<file path="config.mk">
export PLATFORM = sky130hd
export DESIGN_NAME = jpeg_frame_size_scanner
export DESIGN_NICKNAME = d
export VERILOG_FILES = /design/src/rtl/jfs_pkg.sv /design/src/rtl/jfs_scan_core.sv /design/src/rtl/jpeg_frame_size_scanner.sv
export SDC_FILE = /design/constraint.sdc
export NUM_CORES = 1
export LEC_CHECK = 0
export ABC_AREA = 1
export BUFFER_PORTS_ARGS = -buffer_cell sky130_fd_sc_hd__buf_4
export CAP_MARGIN = 20
export CORE_MARGIN = 8
export CORE_UTILIZATION = 59
export DETAILED_ROUTE_END_ITERATION = 10
export GPL_TIMING_DRIVEN = 0
export HOLD_SLACK_MARGIN = 0.02
export PLACE_DENSITY = 0.8
export SYNTH_ARGS = -nofsm -noshare
export SYNTH_HDL_FRONTEND = slang
export SYNTH_HIERARCHICAL = 1
export SYNTH_SLANG_ARGS = --single-unit
</file>
<file path="constraint.sdc">
create_clock -name clk -period 3.4 [get_ports clk]
set_input_delay 0.34 -clock clk [delete_from_list [all_inputs] [get_ports clk]]
set_output_delay 0.34 -clock clk [all_outputs]
set_load 0.01 [all_outputs]
</file>
<file path="src/rtl/jfs_pkg.sv">
// ----------------------------------------------------------------------------
// jfs_pkg
// Shared types and constants of the jpeg frame size scanner.
// ----------------------------------------------------------------------------
package jfs_pkg;

    // result status codes
    localparam logic [1:0] STATUS_FOUND     = 2'd0;
    localparam logic [1:0] STATUS_BAD_DIM   = 2'd1;
    localparam logic [1:0] STATUS_NOT_FOUND = 2'd2;

    // dimension limit for a usable size
    localparam logic [15:0] DIM_MAX = 16'h7FFF;

    // widths of the stream payloads
    localparam int IN_TDATA_W  = 8;
    localparam int RES_BITS    = 34;
    localparam int OUT_TDATA_W = 40;

    // one result item
    typedef struct packed {
        logic [15:0] frame_height;
        logic [15:0] frame_width;
        logic [1:0]  scan_status;
    } jfs_result_t;

endpackage

</file>
<file path="src/rtl/jfs_scan_core.sv">
// ----------------------------------------------------------------------------
// jfs_scan_core
// Marker parser state: one byte per step, gives at most one result per step.
// ----------------------------------------------------------------------------
module jfs_scan_core
    import jfs_pkg::*;
(
    input  logic        clk,
    input  logic        rst_n,
    input  logic        step,
    input  logic [7:0]  data_byte,
    input  logic        last_byte,
    output logic        res_valid,
    output jfs_result_t res
);

    // parser phases
    localparam logic [2:0] PH_HUNT   = 3'd0;
    localparam logic [2:0] PH_MARKER = 3'd1;
    localparam logic [2:0] PH_FRAME  = 3'd2;
    localparam logic [2:0] PH_LEN_HI = 3'd3;
    localparam logic [2:0] PH_LEN_LO = 3'd4;
    localparam logic [2:0] PH_SKIP   = 3'd5;
    localparam logic [2:0] PH_DONE   = 3'd6;

    // marker byte values
    localparam logic [7:0] MARK_PREFIX = 8'hFF;
    localparam logic [7:0] SOF_FIRST   = 8'hC0;
    localparam logic [7:0] SOF_LAST    = 8'hCF;
    localparam logic [7:0] MARK_DHT    = 8'hC4;
    localparam logic [7:0] MARK_JPG    = 8'hC8;
    localparam logic [7:0] MARK_DAC    = 8'hCC;
    localparam logic [7:0] NOLEN_FIRST = 8'hD0;
    localparam logic [7:0] NOLEN_LAST  = 8'hD9;

    // header byte positions, the 0xFF counting as byte 0
    localparam logic [3:0] POS_FIRST = 4'd2;
    localparam logic [3:0] POS_H_HI  = 4'd5;
    localparam logic [3:0] POS_H_LO  = 4'd6;
    localparam logic [3:0] POS_W_HI  = 4'd7;
    localparam logic [3:0] POS_W_LO  = 4'd8;

    logic [2:0]  phase_reg, phase_next;
    logic [3:0]  pos_reg, pos_next;
    logic [15:0] len_reg, len_next;
    logic [7:0]  whi_reg, whi_next;
    logic [15:0] skip_reg, skip_next;

    logic        is_sof;
    logic        is_nolen;
    logic        found;
    logic [15:0] seg_len;
    logic [15:0] width_val;

    // marker classes
    always_comb
    begin
        is_sof   = (data_byte inside {[SOF_FIRST:SOF_LAST]}) &&
                   !(data_byte inside {MARK_DHT, MARK_JPG, MARK_DAC});
        is_nolen = data_byte inside {[NOLEN_FIRST:NOLEN_LAST]};
    end

    assign seg_len   = {len_reg[15:8], data_byte};
    assign width_val = {whi_reg, data_byte};

    // next state and result
    always_comb
    begin
        phase_next = phase_reg;
        pos_next   = pos_reg;
        len_next   = len_reg;
        whi_next   = whi_reg;
        skip_next  = skip_reg;
        found      = 1'b0;
        case (phase_reg)
            PH_HUNT:
            begin
                if (data_byte == MARK_PREFIX)
                begin
                    phase_next = PH_MARKER;
                end
            end
            PH_MARKER:
            begin
                if (is_sof)
                begin
                    phase_next = PH_FRAME;
                    pos_next   = POS_FIRST;
                end
                else if (is_nolen)
                begin
                    phase_next = PH_HUNT;
                end
                else
                begin
                    phase_next = PH_LEN_HI;
                end
            end
            PH_FRAME:
            begin
                pos_next = pos_reg + 4'd1;
                case (pos_reg)
                    POS_H_HI: len_next = {data_byte, 8'h00};
                    POS_H_LO: len_next = {len_reg[15:8], data_byte};
                    POS_W_HI: whi_next = data_byte;
                    POS_W_LO:
                    begin
                        found      = 1'b1;
                        phase_next = PH_DONE;
                        pos_next   = pos_reg;
                    end
                    default: ;
                endcase
            end
            PH_LEN_HI:
            begin
                len_next   = {data_byte, 8'h00};
                phase_next = PH_LEN_LO;
            end
            PH_LEN_LO:
            begin
                len_next = seg_len;
                if (seg_len < 16'd3)
                begin
                    skip_next  = 16'd0;
                    phase_next = PH_HUNT;
                end
                else
                begin
                    skip_next  = seg_len - 16'd2;
                    phase_next = PH_SKIP;
                end
            end
            PH_SKIP:
            begin
                skip_next = skip_reg - 16'd1;
                if (skip_reg == 16'd1)
                begin
                    phase_next = PH_HUNT;
                end
            end
            PH_DONE: ;
            default: phase_next = PH_HUNT;
        endcase

        // result on a complete header or at end of stream
        res_valid = found || (last_byte && phase_reg != PH_DONE);
        if (found)
        begin
            res.scan_status  = (width_val != 16'd0 && len_reg != 16'd0 &&
                                width_val <= DIM_MAX && len_reg <= DIM_MAX) ?
                               STATUS_FOUND : STATUS_BAD_DIM;
            res.frame_width  = width_val;
            res.frame_height = len_reg;
        end
        else
        begin
            res.scan_status  = STATUS_NOT_FOUND;
            res.frame_width  = 16'd0;
            res.frame_height = 16'd0;
        end
    end

    // state registers, cleared again after every last beat
    always_ff @(posedge clk or negedge rst_n)
    begin
        if (!rst_n)
        begin
            phase_reg <= PH_HUNT;
            pos_reg   <= 4'd0;
            len_reg   <= 16'd0;
            whi_reg   <= 8'd0;
            skip_reg  <= 16'd0;
        end
        else if (step)
        begin
            if (last_byte)
            begin
                phase_reg <= PH_HUNT;
                pos_reg   <= 4'd0;
                len_reg   <= 16'd0;
                whi_reg   <= 8'd0;
                skip_reg  <= 16'd0;
            end
            else
            begin
                phase_reg <= phase_next;
                pos_reg   <= pos_next;
                len_reg   <= len_next;
                whi_reg   <= whi_next;
                skip_reg  <= skip_next;
            end
        end
    end

endmodule

</file>
<file path="src/rtl/jpeg_frame_size_scanner.sv">
// ----------------------------------------------------------------------------
// jpeg_frame_size_scanner
// Scans a jpeg byte stream for a frame header and reports its dimensions.
// ----------------------------------------------------------------------------
// datapath: input register, then the parser step, then the result register to the output
// throughput: one byte per cycle while the output is not stalled, set by the combinational parser step
// between the input register and the output register
// reset: asynchronous, active low; clears the parser and both stage valids
// ----------------------------------------------------------------------------
module jpeg_frame_size_scanner
    import jfs_pkg::*;
(
    input  logic                   clk,
    input  logic                   rst_n,
    input  logic                   s_tvalid,
    output logic                   s_tready,
    input  logic [IN_TDATA_W-1:0]  s_tdata,   // [7:0] data_byte
    input  logic                   s_tlast,   // last_byte
    output logic                   m_tvalid,
    input  logic                   m_tready,
    output logic [OUT_TDATA_W-1:0] m_tdata    // [1:0] scan_status, [17:2] frame_width,
                                              // [33:18] frame_height, [39:34] zero
);

    logic        in_valid_reg;
    logic [7:0]  in_byte_reg;
    logic        in_last_reg;
    logic        out_valid_reg;
    jfs_result_t out_res_reg;

    logic        out_free;
    logic        step;
    logic        res_valid;
    jfs_result_t res;

    // stage advances whenever the output register can take a result
    assign out_free = !out_valid_reg || m_tready;
    assign step     = in_valid_reg && out_free;
    assign s_tready = !in_valid_reg || out_free;

    // input register
    always_ff @(posedge clk or negedge rst_n)
    begin
        if (!rst_n)
        begin
            in_valid_reg <= 1'b0;
        end
        else if (s_tready)
        begin
            in_valid_reg <= s_tvalid;
        end
    end

    always_ff @(posedge clk)
    begin
        if (s_tready && s_tvalid)
        begin
            in_byte_reg <= s_tdata;
            in_last_reg <= s_tlast;
        end
    end

    jfs_scan_core u_core
    (
        .clk       (clk),
        .rst_n     (rst_n),
        .step      (step),
        .data_byte (in_byte_reg),
        .last_byte (in_last_reg),
        .res_valid (res_valid),
        .res       (res)
    );

    // result register
    always_ff @(posedge clk or negedge rst_n)
    begin
        if (!rst_n)
        begin
            out_valid_reg <= 1'b0;
        end
        else if (out_free)
        begin
            out_valid_reg <= step && res_valid;
        end
    end

    always_ff @(posedge clk)
    begin
        if (step && res_valid)
        begin
            out_res_reg <= res;
        end
    end

    assign m_tvalid = out_valid_reg;
    assign m_tdata  = {{(OUT_TDATA_W - RES_BITS){1'b0}}, out_res_reg};

endmodule
</file>
==> impl_results.md <==
- Pin count of the biggest net entering global routing: 50
- Mapped Area: 4910 um^2
- DRT Pass-1 Iters: 5
- Final WL: 11.5 mm
- Die X: ~110 um
- Sequential element share of the synthesized area: around half
- Average wire per standard cell: around 15 um
- Top cell type's share of synthesized area: between 20% and 30%
- Slowest cell delay on critical path: about 0.7 ns
- CP startpoint kind: flop
- Netlist cell types: 38
- Lkg Pwr: ~0.0026 uW
- HPWL Detailed: between 8 and 9 mm
- Worst clock skew: 0.00998 ns
- GRT Total Usage: 20.2%
- Largest register FFs: 34
- PortBufs: 48
- Syn avg cell area: ~8.3 um^2
- Clock Sinks: a little over 90
- Synth-to-layout area growth: 14.6%
- Die Y: 107 um
- Setup WS pre-CTS: approximately 0.96 ns
- Top post-synthesis cells by area: edfxtp_1 26%, dfrtp_1 25%, nand2_1 8.6%, nor2_1 7.4%, nand3_1 6.0%
- Worst skew pair latency: about 0.38 ns
- Most common cell after layout, fill and taps aside: nand2_1
- Core Footprint: ~8100 um^2
- Max Fclk: between 0.4 and 0.5 GHz
- Most frequent cells in the layout: 113 x nand2_1, 96 x nor2_1, 75 x inv_1
- YS warnings: 6
- Hold crit path type: in2reg
- Data arrival time of the critical path: approximately 2.5 ns
- CTS H-tree depth: 3
- Total CTS buffers: 9
- Worst setup margin: 0.950 ns
- Post-route ant nets: 0
- Final nets: approximately 680
- Row count: 33
- Req. time, crit path: ~3.4 ns
- Worst-path maximum fanout: 34
- Fillers: 662
- CTS tree: yes
- WS Path Type: reg2reg
- Outcome: complete, no violations
- CP Capture Type: flop
- Pwr/cell area: ~620 nW/um^2
- CTS Buffer Depth: 2
- Endpoints failing setup: 0
- Number of max-cap violations: 0
- Worst-margin pin slew: roughly 0.90 ns
- Yosys top cell by area: edfxtp_1
- Finished Layout Cells: around 770
- Fin. max-slew vios: 0
- Unrepaired setup endpoints after global routing: false
- Final Hold Fails: 0
- CP dominant cell by count: inv_1
- Detailed-route via count: approximately 4200
- Cell Chain, Critical Path: inv_1 > ha_1 > nand3_1 > nor2_1 > inv_2 > o21ai_0 > inv_1 > nor2_4
- Starting Density: 60.4%
- DRC violations left: 0
- Worst VDD drop: ~350 uV
- Average via count per standard cell: 5.48
- Diodes inserted: 0
- Drt first-iter violations: roughly 310
- Synth Instances: around 590
- Clock slew at reported path FFs: 0.10 ns
- Placed insts: 750
- #FFs+latches synth: just over 90
- Grt ovf: 0
- Vias in the first global route: 4039
- Worst slew margin: around two fifths
- CTS root buf: clkbuf_8
- Routability cong.: between 0.9 and 1
- Die area: roughly 11000 um^2
- Post-layout minimum cycle time: roughly 2.5 ns
- Fraction of layout cells with a size suffix above 1: between 10% and 20%
- First-pass GRT wire length: 18.7 mm
- Period utilization: 72.1%
- Initial antenna violation count: 0
- IO Count: 55
- Critical path's slowest cell: nor2_4
-- layout make-up --
class                      instances  area, um^2  area share (%)
inverter                          83         314            5.58
sequential                        92        2520            44.7
buffer                            18         143            2.53
clock inverter                     7        67.6            1.20
timing repair buffer              49         370            6.58
clock buffer                       9         124            2.20
multi-input combinational        404        1960            34.9
tap                              105         131            2.33
-- final timing paths --
path | to | slack, ns | startpoint | depth (start not counted)
min in group asynchronous | in_valid_reg | 0.52 | rst_n | 2
max in group asynchronous | u_core/len_reg[14] | 2.46 | rst_n | 2
worst max-delay path | m_tdata[8] | 0.95 | u_core/pos_reg[0] | 8
worst min register to register | u_core/skip_reg[15] | 0.55 | u_core/skip_reg[15] | 2
worst max register to register | m_tdata[8] | 0.95 | u_core/pos_reg[0] | 8
worst min-delay path | in_byte_reg[1] | 0.13 | s_tdata[1] | 1
-- critical path: cells and delay by family (launching register included) --
| kind | cells | cell delay [ns] |
|---|---|---|
| compound gates | 1 | 0.09 |
| fa+ha+maj | 1 | 0.16 |
| buf+inv | 3 | 0.34 |
| flops | 1 | 0.43 |
| simple gates | 3 | 1.02 |
-- power by group --
part           total [uW]  leakage (uW)  switching (uW)  internal (uW)
clock                 723     0.0000893             437            286
sequential           1530       0.00105             172           1360
combinational        1260       0.00147             855            409
total                3520       0.00261            1460           2050
-- cells in the mapped netlist, drive strengths merged --
library cell	instances
a211oi	1
a21oi	23
a31oi	1
buf	16
clkbuf	2
conb	1
dfrtp	49
edfxtp	43
ha	7
inv	83
nand2	116
nand3	61
nand3b	2
nand4	5
nor2	105
nor3	8
nor3b	1
nor4	3
o211ai	1
o21ai	55
o22ai	2
or2	2
xor2	5
-- layer usage --
layer  routed length, um  up-vias  track usage [%]
li1                    -     2043                -
met1                4850     1954             25.3
met2                5510      186             33.2
met3                 998       21             5.04
met4                 174        0             7.14
met5                   0        -                0
-- what timing repair did --
action / CTS / global route
endpoints found under the hold margin: 45 / 0
gates resized for setup: 0 / 0
buffers inserted: 0 / 0
hold buffers: 1 / 0
-- cell families after synthesis --
| logic type | synth area share [%] |
|---|---|
| compound gates | 9.63 |
| xor+xnor | 0.892 |
| fa+ha+maj | 1.78 |
| buf+inv | 9.30 |
| flops | 51.3 |
| other cells | 0.0764 |
| simple gates | 27.1 |
-- metrics by stage --
step | utilization [%] | hold WS (ns) | power, uW | cell area (um^2) | TNS (ns)
2_1_floorplan | - | 0.0444 | 2430 | 4930 | 0
5_1_grt | 69.2 | 0.124 | 3750 | 5630 | 0
3_3_place_gp | 66.7 | 0.398 | 2730 | 5420 | -4.56
4_1_cts | 69.2 | 0.133 | 3500 | 5630 | 0
6_report | 69.2 | 0.132 | 3520 | 5630 | 0
3_5_place_dp | 66.7 | 0.404 | 2780 | 5430 | 0
Note: power is estimated with default switching activity, not from simulation.
